**src/design/sfs_pkg.sv**
```systemverilog
// Shared types and constants for the sprite frame sequencer.
// Used by every module of the block; depends on nothing else.
`default_nettype none

package sfs_pkg;

    // Storage limits
    localparam int MAX_FRAMES = 256;
    localparam int POS_W      = 8;    // frame index width
    localparam int EC_W       = 9;    // effective frame count, up to MAX_FRAMES
    localparam int SPAN_W     = 9;    // ping-pong cycle length, up to 2*(MAX_FRAMES-1)
    localparam int PERIOD_W   = 24;
    localparam int ELAPSED_W  = 20;
    localparam int ACC_W      = 25;   // accumulator never exceeds period plus one tick
    localparam int CFG_DATA_W = 24;
    localparam int CFG_IDX_W  = 2;

    // Divider geometry: ACC_W quotient bits, one per cycle
    localparam int DIV_W      = ACC_W;
    localparam int DIV_CNT_W  = $clog2(DIV_W + 1);

    localparam logic [PERIOD_W-1:0] PERIOD_RESET = PERIOD_W'(100000);

    typedef enum logic [1:0] {
        OP_TICK    = 2'd0,
        OP_START   = 2'd1,
        OP_STOP    = 2'd2,
        OP_RESTART = 2'd3
    } op_t;

    typedef enum logic [1:0] {
        MODE_NONE    = 2'd0,
        MODE_FORWARD = 2'd1,
        MODE_REVERSE = 2'd2,
        MODE_PINGPONG = 2'd3
    } mode_t;

    typedef enum logic [CFG_IDX_W-1:0] {
        CFG_FRAME_COUNT = 2'd0,
        CFG_FRAME_PERIOD = 2'd1,
        CFG_LOOP_MODE   = 2'd2
    } cfg_idx_t;

    typedef struct packed {
        op_t                  operation;
        logic [ELAPSED_W-1:0] elapsed_us;
    } item_t;

    typedef struct packed {
        logic [POS_W-1:0] frame_index;
        logic             done_res;
        logic             halted;
    } result_t;

    // Controller to datapath
    typedef struct packed {
        logic load_item;
        logic exec_simple;
        logic accumulate;
        logic start_div_n;
        logic take_n;
        logic start_div_m;
        logic take_r;
        logic apply;
        logic load_out;
    } sfs_cmd_t;

    // Datapath to controller
    typedef struct packed {
        op_t  op;
        logic runnable;
        logic acc_gt;
        logic div_done;
        logic need_mod;
        logic out_free;
    } sfs_status_t;

endpackage

`default_nettype wire

```
**src/design/sfs_div.sv**
```systemverilog
// Restoring divider, one quotient bit per cycle.
// Depends on sfs_pkg for widths.
`default_nettype none

module sfs_div (
    input  wire logic                         clk,
    input  wire logic                         rst_n,
    input  wire logic                         start,
    input  wire logic [sfs_pkg::DIV_W-1:0]    dividend,
    input  wire logic [sfs_pkg::PERIOD_W-1:0] divisor,
    output logic                              done,
    output logic [sfs_pkg::DIV_W-1:0]         quotient,
    output logic [sfs_pkg::PERIOD_W-1:0]      remainder
);
    import sfs_pkg::*;

    logic [DIV_W-1:0]     quo_reg;
    logic [PERIOD_W-1:0]  rem_reg;
    logic [PERIOD_W-1:0]  dsr_reg;
    logic [DIV_CNT_W-1:0] cnt_reg;
    logic                 busy_reg;
    logic                 done_reg;

    logic [PERIOD_W:0]    trial;
    logic                 fits;
    logic [PERIOD_W:0]    trial_sub;

    // One restoring step: shift in next dividend bit, subtract if it fits
    always_comb
    begin
        trial     = {rem_reg, quo_reg[DIV_W-1]};
        fits      = (trial >= {1'b0, dsr_reg});
        trial_sub = trial - {1'b0, dsr_reg};
    end

    // Control
    always_ff @(posedge clk or negedge rst_n)
    begin
        if (!rst_n)
        begin
            busy_reg <= 1'b0;
            done_reg <= 1'b0;
            cnt_reg  <= '0;
        end
        else
        begin
            done_reg <= busy_reg && (cnt_reg == DIV_CNT_W'(1));
            if (start)
            begin
                busy_reg <= 1'b1;
                cnt_reg  <= DIV_CNT_W'(DIV_W);
            end
            else if (busy_reg)
            begin
                cnt_reg <= cnt_reg - DIV_CNT_W'(1);
                if (cnt_reg == DIV_CNT_W'(1))
                    busy_reg <= 1'b0;
            end
        end
    end

    // Data
    always_ff @(posedge clk)
    begin
        if (start)
        begin
            quo_reg <= dividend;
            rem_reg <= '0;
            dsr_reg <= divisor;
        end
        else if (busy_reg)
        begin
            quo_reg <= {quo_reg[DIV_W-2:0], fits};
            rem_reg <= fits ? trial_sub[PERIOD_W-1:0] : trial[PERIOD_W-1:0];
        end
    end

    assign done      = done_reg;
    assign quotient  = quo_reg;
    assign remainder = rem_reg;

endmodule

`default_nettype wire

```
**src/design/sfs_ctrl.sv**
```systemverilog
// Controller state machine for the sprite frame sequencer.
// Depends on sfs_pkg for the command and status structs.
`default_nettype none

module sfs_ctrl (
    input  wire logic                 clk,
    input  wire logic                 rst_n,
    input  wire logic                 item_valid,
    output logic                      item_stall,
    input  wire sfs_pkg::sfs_status_t status,
    output sfs_pkg::sfs_cmd_t         cmd
);
    import sfs_pkg::*;

    typedef enum logic [2:0] {
        S_IDLE,
        S_DECODE,
        S_CHECK,
        S_DIV_N,
        S_MOD,
        S_DIV_M,
        S_APPLY,
        S_EMIT
    } state_t;

    state_t state_reg, state_next;
    logic   stall_reg;

    // Next state and commands
    always_comb
    begin
        state_next = state_reg;
        cmd        = '0;
        case (state_reg)
            S_IDLE:
            begin
                if (item_valid)
                begin
                    cmd.load_item = 1'b1;
                    state_next    = S_DECODE;
                end
            end
            S_DECODE:
            begin
                if (status.op != OP_TICK)
                begin
                    cmd.exec_simple = 1'b1;
                    state_next      = S_EMIT;
                end
                else if (status.runnable)
                begin
                    cmd.accumulate = 1'b1;
                    state_next     = S_CHECK;
                end
                else
                    state_next = S_EMIT;
            end
            S_CHECK:
            begin
                if (status.acc_gt)
                begin
                    cmd.start_div_n = 1'b1;
                    state_next      = S_DIV_N;
                end
                else
                    state_next = S_EMIT;
            end
            S_DIV_N:
            begin
                if (status.div_done)
                begin
                    cmd.take_n = 1'b1;
                    state_next = S_MOD;
                end
            end
            S_MOD:
            begin
                if (status.need_mod)
                begin
                    cmd.start_div_m = 1'b1;
                    state_next      = S_DIV_M;
                end
                else
                    state_next = S_APPLY;
            end
            S_DIV_M:
            begin
                if (status.div_done)
                begin
                    cmd.take_r = 1'b1;
                    state_next = S_APPLY;
                end
            end
            S_APPLY:
            begin
                cmd.apply  = 1'b1;
                state_next = S_EMIT;
            end
            S_EMIT:
            begin
                if (status.out_free)
                begin
                    cmd.load_out = 1'b1;
                    state_next   = S_IDLE;
                end
            end
            default:
                state_next = S_IDLE;
        endcase
    end

    // State and registered stall
    always_ff @(posedge clk or negedge rst_n)
    begin
        if (!rst_n)
        begin
            state_reg <= S_IDLE;
            stall_reg <= 1'b0;
        end
        else
        begin
            state_reg <= state_next;
            stall_reg <= (state_next != S_IDLE);
        end
    end

    assign item_stall = stall_reg;

endmodule

`default_nettype wire

```
**src/design/sfs_datapath.sv**
```systemverilog
// Datapath: configuration, animation state, step count and frame update.
// Depends on sfs_pkg and instantiates sfs_div.
`default_nettype none

module sfs_datapath (
    input  wire logic                           clk,
    input  wire logic                           rst_n,
    input  wire logic                           cfg_we,
    input  wire logic [sfs_pkg::CFG_IDX_W-1:0]  cfg_index,
    input  wire logic [sfs_pkg::CFG_DATA_W-1:0] cfg_data,
    input  wire sfs_pkg::item_t                 item,
    output logic                                result_valid,
    input  wire logic                           result_stall,
    output sfs_pkg::result_t                    result,
    input  wire sfs_pkg::sfs_cmd_t              cmd,
    output sfs_pkg::sfs_status_t                status
);
    import sfs_pkg::*;

    // Configuration
    logic [EC_W-1:0]     frame_count_reg;
    logic [PERIOD_W-1:0] frame_period_reg;
    mode_t               mode_reg;

    // Animation state
    logic [POS_W-1:0] pos_reg, pos_next;
    logic [ACC_W-1:0] acc_reg, acc_next;
    logic             bounce_reg, bounce_next;
    logic             finished_reg, finished_next;
    logic             pause_reg, pause_next;

    // Working registers
    item_t            item_reg;
    logic [DIV_W-1:0] n_reg;
    logic [SPAN_W-1:0] r_reg;
    result_t          result_reg;
    logic             result_valid_reg;

    // Derived values
    logic [EC_W-1:0]     ec;
    logic [POS_W-1:0]    last;
    logic [SPAN_W-1:0]   span;
    logic [PERIOD_W-1:0] period;

    // Divider
    logic                div_start;
    logic [DIV_W-1:0]    div_dividend;
    logic [PERIOD_W-1:0] div_divisor;
    logic                div_done;
    logic [DIV_W-1:0]    div_quo;
    logic [PERIOD_W-1:0] div_rem;

    // Frame update temporaries
    logic [POS_W-1:0]  avail;
    logic [EC_W-1:0]   fwd_sum;
    logic [EC_W:0]     rev_sum;
    logic [SPAN_W-1:0] pp_c0;
    logic [SPAN_W:0]   pp_c1;
    logic [SPAN_W-1:0] pp_c;
    logic [SPAN_W-1:0] pp_mirror;

    // Effective count saturates, zero period behaves as one microsecond
    always_comb
    begin
        ec     = (frame_count_reg > EC_W'(MAX_FRAMES)) ? EC_W'(MAX_FRAMES) : frame_count_reg;
        last   = POS_W'(ec - EC_W'(1));
        span   = {last, 1'b0};
        period = (frame_period_reg == '0) ? PERIOD_W'(1) : frame_period_reg;
    end

    // Configuration writes
    always_ff @(posedge clk or negedge rst_n)
    begin
        if (!rst_n)
        begin
            frame_count_reg  <= EC_W'(1);
            frame_period_reg <= PERIOD_RESET;
            mode_reg         <= MODE_NONE;
        end
        else if (cfg_we)
        begin
            case (cfg_index)
                CFG_FRAME_COUNT:  frame_count_reg  <= cfg_data[EC_W-1:0];
                CFG_FRAME_PERIOD: frame_period_reg <= cfg_data[PERIOD_W-1:0];
                CFG_LOOP_MODE:    mode_reg         <= mode_t'(cfg_data[1:0]);
                default:          ;
            endcase
        end
    end

    // Shared divider: period steps first, then the step count folded onto the loop
    assign div_start    = cmd.start_div_n | cmd.start_div_m;
    assign div_dividend = cmd.start_div_n ? (acc_reg - ACC_W'(1)) : n_reg;
    assign div_divisor  = cmd.start_div_n ? period
                        : PERIOD_W'((mode_reg == MODE_PINGPONG) ? span : SPAN_W'(ec));

    sfs_div u_div (
        .clk       (clk),
        .rst_n     (rst_n),
        .start     (div_start),
        .dividend  (div_dividend),
        .divisor   (div_divisor),
        .done      (div_done),
        .quotient  (div_quo),
        .remainder (div_rem)
    );

    // Frame update arithmetic
    always_comb
    begin
        avail   = last - pos_reg;
        fwd_sum = EC_W'(pos_reg) + r_reg;
        if (fwd_sum >= ec)
            fwd_sum = fwd_sum - ec;
        rev_sum = (EC_W+1)'(pos_reg) + (EC_W+1)'(ec) - (EC_W+1)'(r_reg);
        if (rev_sum >= (EC_W+1)'(ec))
            rev_sum = rev_sum - (EC_W+1)'(ec);
        if (!bounce_reg)
            pp_c0 = SPAN_W'(pos_reg);
        else if (pos_reg == '0)
            pp_c0 = '0;
        else
            pp_c0 = span - SPAN_W'(pos_reg);
        pp_c1 = (SPAN_W+1)'(pp_c0) + (SPAN_W+1)'(r_reg);
        if (pp_c1 >= (SPAN_W+1)'(span))
            pp_c1 = pp_c1 - (SPAN_W+1)'(span);
        pp_c      = pp_c1[SPAN_W-1:0];
        pp_mirror = span - pp_c;
    end

    // Next animation state
    always_comb
    begin
        pos_next      = pos_reg;
        acc_next      = acc_reg;
        bounce_next   = bounce_reg;
        finished_next = finished_reg;
        pause_next    = pause_reg;

        if (cmd.exec_simple)
        begin
            case (item_reg.operation)
                OP_START: pause_next = 1'b0;
                OP_STOP:  pause_next = 1'b1;
                OP_RESTART:
                begin
                    pos_next      = (mode_reg == MODE_REVERSE && ec != '0) ? last : '0;
                    acc_next      = '0;
                    bounce_next   = 1'b0;
                    finished_next = 1'b0;
                end
                default: ;
            endcase
        end

        // Clamp a stale index, then add the elapsed time
        if (cmd.accumulate)
        begin
            if (EC_W'(pos_reg) >= ec)
                pos_next = last;
            acc_next = acc_reg + ACC_W'(item_reg.elapsed_us);
        end

        // Left over time is remainder plus one
        if (cmd.take_n)
            acc_next = ACC_W'(div_rem) + ACC_W'(1);

        if (cmd.apply)
        begin
            case (mode_reg)
                MODE_NONE:
                begin
                    if (n_reg > DIV_W'(avail))
                    begin
                        finished_next = 1'b1;
                        pos_next      = last;
                        acc_next      = '0;
                    end
                    else
                        pos_next = pos_reg + n_reg[POS_W-1:0];
                end
                MODE_FORWARD: pos_next = fwd_sum[POS_W-1:0];
                MODE_REVERSE: pos_next = rev_sum[POS_W-1:0];
                MODE_PINGPONG:
                begin
                    if (ec == EC_W'(1))
                    begin
                        pos_next    = '0;
                        bounce_next = bounce_reg ^ n_reg[0];
                    end
                    else if (pp_c == '0)
                    begin
                        pos_next    = '0;
                        bounce_next = 1'b1;
                    end
                    else if (EC_W'(pp_c) < ec)
                    begin
                        pos_next    = pp_c[POS_W-1:0];
                        bounce_next = 1'b0;
                    end
                    else
                    begin
                        pos_next    = pp_mirror[POS_W-1:0];
                        bounce_next = 1'b1;
                    end
                end
                default: ;
            endcase
        end
    end

    // Animation state registers
    always_ff @(posedge clk or negedge rst_n)
    begin
        if (!rst_n)
        begin
            pos_reg      <= '0;
            acc_reg      <= '0;
            bounce_reg   <= 1'b0;
            finished_reg <= 1'b0;
            pause_reg    <= 1'b0;
        end
        else
        begin
            pos_reg      <= pos_next;
            acc_reg      <= acc_next;
            bounce_reg   <= bounce_next;
            finished_reg <= finished_next;
            pause_reg    <= pause_next;
        end
    end

    // Item and step count payload
    always_ff @(posedge clk)
    begin
        if (cmd.load_item)
            item_reg <= item;
        if (cmd.take_n)
            n_reg <= div_quo;
        if (cmd.take_r)
            r_reg <= div_rem[SPAN_W-1:0];
        if (cmd.load_out)
        begin
            result_reg.frame_index <= pos_reg;
            result_reg.done_res    <= finished_reg;
            result_reg.halted      <= pause_reg;
        end
    end

    // Output register valid
    always_ff @(posedge clk or negedge rst_n)
    begin
        if (!rst_n)
            result_valid_reg <= 1'b0;
        else if (cmd.load_out)
            result_valid_reg <= 1'b1;
        else if (!result_stall)
            result_valid_reg <= 1'b0;
    end

    assign result_valid = result_valid_reg;
    assign result       = result_reg;

    // Status to controller
    always_comb
    begin
        status.op       = item_reg.operation;
        status.runnable = !pause_reg && !finished_reg && (ec != '0);
        status.acc_gt   = (acc_reg > ACC_W'(period));
        status.div_done = div_done;
        status.need_mod = (mode_reg != MODE_NONE)
                       && !(mode_reg == MODE_PINGPONG && ec == EC_W'(1));
        status.out_free = !result_valid_reg || !result_stall;
    end

endmodule

`default_nettype wire

```
**src/design/sprite_frame_sequencer.sv**
```systemverilog
// Top level of the sprite frame sequencer: controller plus datapath.
// Depends on sfs_pkg, sfs_ctrl, sfs_datapath.
//
// One result beat per input beat; items are taken one at a time. Each
// item passes through the controller states as follows:
// - Start, stop, restart, and a tick that is paused, finished or has no
//   frames, go from decode straight to emit.
// - A tick that stays within one period goes through decode, check, emit.
// - A tick that passes the period runs the shared restoring divider once
//   for the step count: 25 quotient bits, one per cycle. In forward,
//   reverse and multi-frame ping-pong the divider runs a second time to
//   fold the count onto the loop length. In no-loop mode and single-frame
//   ping-pong it runs once.
// Any number of frame steps costs the same. The result sits in an output
// register, so the next item is taken while a result still waits. A
// result that is still stalled when the following one is ready holds that
// item, and the input stays stalled until the output register frees.
// Configuration writes are taken in any cycle and must only be made while
// the block is idle.
`default_nettype none

module sprite_frame_sequencer (
    input  wire logic                           clk,
    input  wire logic                           rst_n,
    input  wire logic                           cfg_we,
    input  wire logic [sfs_pkg::CFG_IDX_W-1:0]  cfg_index,
    input  wire logic [sfs_pkg::CFG_DATA_W-1:0] cfg_data,
    input  wire logic                           item_valid,
    output logic                                item_stall,
    input  wire sfs_pkg::item_t                 item,
    output logic                                result_valid,
    input  wire logic                           result_stall,
    output sfs_pkg::result_t                    result
);
    import sfs_pkg::*;

    sfs_cmd_t    cmd;
    sfs_status_t status;

    sfs_ctrl u_ctrl (
        .clk        (clk),
        .rst_n      (rst_n),
        .item_valid (item_valid),
        .item_stall (item_stall),
        .status     (status),
        .cmd        (cmd)
    );

    sfs_datapath u_dp (
        .clk          (clk),
        .rst_n        (rst_n),
        .cfg_we       (cfg_we),
        .cfg_index    (cfg_index),
        .cfg_data     (cfg_data),
        .item         (item),
        .result_valid (result_valid),
        .result_stall (result_stall),
        .result       (result),
        .cmd          (cmd),
        .status       (status)
    );

endmodule

`default_nettype wire

```
**config.mk**
```make
export PLATFORM = sky130hd
export DESIGN_NAME = sprite_frame_sequencer
export DESIGN_NICKNAME = d
export VERILOG_FILES = /design/src/design/sfs_pkg.sv /design/src/design/sfs_div.sv /design/src/design/sfs_ctrl.sv /design/src/design/sfs_datapath.sv /design/src/design/sprite_frame_sequencer.sv
export SDC_FILE = /design/constraint.sdc
export NUM_CORES = 1
export LEC_CHECK = 0
export BUFFER_PORTS_ARGS = -buffer_cell sky130_fd_sc_hd__buf_2
export CORE_MARGIN = 2
export CORE_UTILIZATION = 39
export CTS_CLUSTER_SIZE = 10
export DETAILED_ROUTE_END_ITERATION = 10
export SYNTH_ARGS = -nofsm -noshare
export SYNTH_HDL_FRONTEND = slang
export SYNTH_SLANG_ARGS = --single-unit
```
**constraint.sdc**
```tcl
create_clock -name clk -period 10.7 [get_ports clk]
set_input_delay 2.14 -clock clk [delete_from_list [all_inputs] [get_ports clk]]
set_output_delay 2.14 -clock clk [all_outputs]
set_load 0.01 [all_outputs]
```
* Word level (Yosys, flattened, before mapping)
Cells that the tools add are included.
** Word-level totals
- Register bits :: 222
- Bits of input ports :: 53
- Output and inout bits :: 12
- Logic and storage cells :: 174
** Cells by class
- $add $sub $neg :: 17
- $lt $le $gt $ge :: 9
- Eq/ne operators :: 18
- Mux-type cells :: 76
- Bitwise operators :: 2
- Reduce and logical (&&, ||, !) cells :: 28
** Operators with widths (number)
- 25-bit two-way mux :: 10
- 8-bit two-way mux :: 12
- 24-bit two-way mux :: 3
- 9-bit two-way mux :: 5
- 1-bit two-way mux :: 32
- 8-bit case mux with 4 select lines :: 1
- 8-bit subtractor :: 4
- 24-bit by 1-bit adder with 25-bit output (second input constant) :: 1
- 25-bit by 20-bit adder with 25-bit output :: 1
- 25-bit by 24-bit greater-or-equal comparator with 1-bit output :: 1
- 25-bit by 24-bit greater-than comparator with 1-bit output :: 1
- 25-bit by 8-bit greater-than comparator with 1-bit output :: 1
- 25-bit by 1-bit subtractor with 25-bit output (second input constant) :: 1
- 24-bit zero test :: 1
- 3-bit case mux with 8 select lines :: 1
- 24-bit subtractor :: 1
- 3-bit two-way mux :: 7
- 10-bit by 9-bit greater-or-equal comparator with 1-bit output :: 2
- 3-bit == test (second input constant) :: 4
- 8-bit by 9-bit adder with 10-bit output :: 1
- 9-bit by 9-bit adder with 10-bit output :: 1
- 2-bit == test (second input constant) :: 5
- 5-bit two-way mux :: 2
- 10-bit by 9-bit subtractor with 10-bit output :: 1
- 31 further kinds :: 51

* Logic depth before layout (Yosys ltp)
- Depth in word-level cells :: 15
- Depth in mapped cells :: 38
- Gate-level depth less buffers :: 36

* By module
Synthesis repeated with hierarchy kept, for this count alone.
** Second synthesis, totals
- Cell total of the unflattened synthesis :: 1916
- Area, all modules :: 17999.8 um^2
** By module, submodules not included
- sfs_datapath :: instances 1, cells an instance 1441, area an instance 13117.6 um^2, sequential area each 3792.4 um^2
- sfs_div :: instances 1, cells an instance 437, area an instance 4565.6 um^2, sequential area each 2127.0 um^2
- sfs_ctrl :: instances 1, cells an instance 38, area an instance 316.6 um^2, sequential area each 100.1 um^2

* Worst setup path before layout
No wires, ideal clock.
- Path kind :: reg2reg
- From :: reg u_dp.frame_count_reg[8]
- To :: reg u_dp.pos_reg[7]
- Library setup time :: 131 ps
- Data arrival time :: 7493 ps
- Required time :: 10569 ps
- Path slack :: 3076 ps
- Cell stages (with the launch flop) :: 33
- Buffers on the path :: 1
- Period minus slack after synthesis :: 7624 ps
- Cell sequence :: dfrtp_1 clkbuf_1 inv_1 nand2_1 ha_1 inv_1 ha_1 a21o_1 a21o_1 a21o_1 a21o_1 a21oi_1 xor2_1 o22ai_1 ha_1 and4_2 a21oi_1 xnor2_1 ha_1 a311o_1 or4_4 nor3_2 mux2_2 ha_1 a21oi_1 and2_1 o31ai_2 maj3_2 a2111oi_2 nor3_2 xnor2_1 mux2i_1 a31oi_1
** On the way
- Cells in the longest elaborated chain, start to end :: 15
- Elaborated cells on any way between the ends :: 42
- Those cells by class :: 10 x add/sub; 7 x order compare; 1 x eq/ne; 20 x mux; 4 x reduce/logical
** Ends and longest elaborated chain
- start, declared :: RTL line sfs_datapath.sv:21 : logic [EC_W-1:0] frame_count_reg;
- start signal, assigned :: RTL line sfs_datapath.sv:83 : CFG_FRAME_COUNT: frame_count_reg <= cfg_data[EC_W-1:0];
- 9-bit greater-than comparator :: RTL line sfs_datapath.sv:65 : ec = (frame_count_reg > EC_W'(MAX_FRAMES)) ? EC_W'(MAX_FRAMES) : frame_count_reg;
- 9-bit two-way mux * :: RTL line sfs_datapath.sv:65
- 8-bit by 1-bit subtractor with 8-bit output :: RTL line sfs_datapath.sv:66 : last = POS_W'(ec - EC_W'(1));
- 9-bit by 8-bit subtractor with 9-bit output :: RTL line sfs_datapath.sv:123 : pp_c0 = span - SPAN_W'(pos_reg);
- 9-bit two-way mux :: RTL line sfs_datapath.sv:120 : else if (pos_reg == '0)
- 9-bit two-way mux :: RTL line sfs_datapath.sv:118 : if (!bounce_reg)
- 9-bit by 9-bit adder with 10-bit output :: RTL line sfs_datapath.sv:124 : pp_c1 = (SPAN_W+1)'(pp_c0) + (SPAN_W+1)'(r_reg);
- 9-bit subtractor / 10-bit by 9-bit greater-or-equal comparator with 1-bit output (equally long branches) :: RTL line sfs_datapath.sv:126, sfs_datapath.sv:125
- 9-bit two-way mux :: RTL line sfs_datapath.sv:125 : if (pp_c1 >= (SPAN_W+1)'(span))
- 8-bit subtractor / 9-bit < comparator (equally long branches) :: RTL line sfs_datapath.sv:128, sfs_datapath.sv:196
- 8-bit two-way mux :: RTL line sfs_datapath.sv:196 : else if (EC_W'(pp_c) < ec)
- 8-bit two-way mux :: RTL line sfs_datapath.sv:191 : else if (pp_c == '0)
- 8-bit two-way mux :: RTL line sfs_datapath.sv:186 : if (ec == EC_W'(1))
- 8-bit case mux with 4 select lines :: RTL line sfs_datapath.sv:170 : case (mode_reg)
- 8-bit two-way mux * :: RTL line sfs_datapath.sv:168 : if (cmd.apply)
- net u_dp.pos_next[7] :: RTL line sfs_datapath.sv:26 : logic [POS_W-1:0] pos_reg, pos_next;
- end signal, assigned :: RTL line sfs_datapath.sv:225 : pos_reg <= pos_next;
- end, declared :: RTL line sfs_datapath.sv:26
Mark *: on every way through the listed nets, which the timed path passes. The rest lies on a longest branch.
A chain may end at the register's enable or synchronous reset.

* Worst setup path after layout
- From :: reg u_dp.frame_count_reg[8]
- To :: reg u_dp.pos_reg[3]
Same word-level chain as after synthesis.

==> summary.txt <==
Run status
  – Status: complete, no violations

Timing
  – Tmin final: 9.15 ns
  – Setup TNS: 0 ns
  – Crit share post-route: between 80% and 90%
  – Setup violators final: 0
  – Clock skew: 0.0410 ns
  – Final Slew Violations: 0
  – Max Freq: 109 MHz
  – WHS: 0.444 ns
  – RSZ-0062 raised after global routing: false
  – Worst Max-Slew Pin Slew: about 1.1 ns
  – Final hold vios: 0
  – Slew margin rel.: 24.2%

Setup path
  – Critical path endpoint category: flop
  – Critical path's slowest cell: ha_1
  – Worst EP arrival: 9.61 ns
  – Setup CP Type: reg -> reg
  – CP Launch Type: flop
  – Most frequent cell on the critical path: a21o_1
  – Worst EP required: 11.16 ns
  – CP max stage delay: 0.72 ns
  – CP max FO: 12

Clocking
  – Setup repair bufs after CTS: 0
  – Hold_buf cts: 0
  – Root Buffer: clkbuf_16
  – Cts bufs inserted: 28
  – Clock insertion delay at the later pin of the skew report: 0.60 ns
  – Post_cts resized: 0
  – Clock transition at path regs: 0.07 ns
  – Clock Path Buffers: 3
  – H-tree levels: 1
  – CTS tree: yes
  – CTS sink count: 222

Worst hold path
  – HP Class: reg -> reg

Logic synthesis
  – Synth cell count leaders: 181 x ha_1, 155 x nor2_1, 147 x nand2_1, 139 x inv_1, 115 x edfxtp_1
  – Top cell type's share of synthesized area: around 20%
  – Syn Inst Count: 1844
  – Synth warnings: 0
  – Syn avg cell area: 9.36 sq um
  – Post-synth EDFFs: between 100 and 150
  – Post-synth top area cell: edfxtp_1
  – Post-Syn Nets: about 2100
  – Sequential share of the synthesized area: 34.9%
  – Post-synthesis register bit count: roughly 220
  – Top_reg_cell synth: edfxtp_1
  – Library cells used by synthesis: 81
  – Mapped Area: 17300 sq um
  – Ys async rst share: roughly 37%
  – Most numerous cell in the Yosys netlist: ha_1
  – Synth top area cells: edfxtp_1 20%, ha_1 13%, dfrtp_1 11%

GRT
  – Largest net degree at the start of global routing: 63
  – First-pass GRT wire length: 80000 um
  – Met1 GRT Util: 27.5%
  – Initial antenna violation count: 1
  – Gr busiest metal: met2
  – Number of global-route vias before repair: 14157
  – Met2 Use GR: around 39%
  – M3 GR Usage: 2.95%
  – Final global-route overflow total: 0
  – Global Route Usage Sum: 22.1%

Floorplan
  – IO Pins: 65
  – Placeable core region: 43900 sq um
  – Die height: around 210 um
  – Starting Density: between 30% and 40%
  – Die area: 46000 sq um
  – Die Span X: approximately 210 um
  – Std cell rows: 77

Routing
  – Drt pass-1 iters: 5
  – Routed WL per cell: a little over 20 um
  – DRT antenna net count: 0
  – Final wirelength: 51500 um
  – Iteration-0 DRC Markers: 933
  – Via count: around 14000
  – DR vias/cell: 5.61
  – DRC Markers: 0

Layout
  – Fillers: 4377
  – Layout Cells excl Fill: 2513
  – Antenna cells: 0
  – Share of cells above drive strength 1: 10.5%
  – Post-layout nets: 2152
  – Area Overhead vs Synth: 10.9%
  – Fin area: around 19000 sq um

Placement
  – Port bufs: 64
  – Inst Count DP: 2461
  – HPWL after DPL: 39600 um
  – Dpl cell area: 18300 sq um
  – Gpl congestion: between 0.9 and 1

Flow run
  – MaxCap Viol Count: 0
==> area by class of cell <==
type                    count  area [sq um]  area share, %
clock buffers              47           812           4.24
flip-flops and latches    222          6020           31.4
well taps                 592           741           3.87
multi-input cells        1421         10500           54.9
clock inverters             5          53.8          0.281
inverters                 142           533           2.78
repair buffers             84           473           2.47
==> critical path, delay by kind of cell (launching register included) <==
family                   cells  cell delay, ns
adder cells (fa/ha/maj)      5            1.81
XOR/XNOR                     3            0.41
flip-flops                   1            0.51
AND/OR/NAND/NOR              8            1.68
AO/OA/AOI/OAI               15            3.65
buffers and inverters        4            0.93
==> stage by stage <==
stage,setup slack [ns],utilization (%)
floorplan,3.08,-
global placement,1.88,41.6
detailed placement,1.68,41.6
CTS,1.63,43.6
global route,0.759,43.6
finish,1.55,43.6
==> cell usage in the layout (no fill, tap or decap), types with 10 or more instances in the layout <==
cell type | netlist | routed
nand2_1 | 147 | 146
clkbuf_1 | 48 | 15
o21a_1 | 10 | 10
nand3_1 | 26 | 26
inv_1 | 139 | 139
nor2_1 | 155 | 155
edfxtp_1 | 115 | 115
mux2_2 | 41 | 41
buf_2 | 3 | 63
xor2_1 | 65 | 65
o21ai_0 | 71 | 71
ha_1 | 181 | 181
nor3_1 | 38 | 37
nand4_1 | 27 | 27
a311oi_1 | 13 | 13
o21bai_1 | 17 | 17
dfrtp_1 | 76 | 76
clkbuf_16 | 0 | 28
buf_4 | 0 | 21
a211oi_1 | 47 | 47
nand2b_1 | 32 | 32
fa_1 | 19 | 19
dfxtp_1 | 24 | 24
xnor2_1 | 82 | 82
a21o_1 | 62 | 62
nor4_1 | 14 | 14
a21oi_1 | 97 | 97
nor2b_1 | 30 | 30
a221oi_1 | 13 | 13
mux2i_1 | 37 | 37
a31oi_1 | 39 | 38
and3_1 | 15 | 15
o211ai_1 | 11 | 11
==> layer usage <==
layer  part of all wire [%]  routed length, um  vias to the layer above
li1                       -                  -                     6839
met1                     43              22000                     6812
met2                     49              25100                      343
met3                    4.2               2180                      102
met4                    4.2               2140                        0
met5                      0                  0                        -
==> cells by family (layout without fill, tap and decap cells) <==
kind of cell | count (synthesis) | count (layout) | synth area share, %
buf+inv | 201 | 278 | 4.44
compound gates | 454 | 454 | 17.7
flops | 222 | 222 | 34.9
xor+xnor | 147 | 147 | 7.46
fa+ha+maj | 201 | 201 | 15.4
simple gates | 541 | 541 | 15.3
mux | 78 | 78 | 4.82
==> worst paths after layout <==
check	slack (ns)	end	startpoint	depth (start not counted)
max reg2reg	1.55	u_dp.pos_reg[3]	u_dp.frame_count_reg[8]	35
min reg2reg	0.44	u_dp.n_reg[5]	u_dp.u_div.quotient[5]	0
min	0.44	u_dp.n_reg[5]	u_dp.u_div.quotient[5]	0
max in group asynchronous	8.07	u_dp.pos_reg[5]	rst_n	2
max	1.55	u_dp.pos_reg[3]	u_dp.frame_count_reg[8]	35
min in group asynchronous	1.42	u_dp.acc_reg[17]	rst_n	1
Power is left out: the tool's default activity adds up to more than one toggle a clock period on the data nets, which glitch-free logic cannot reach.
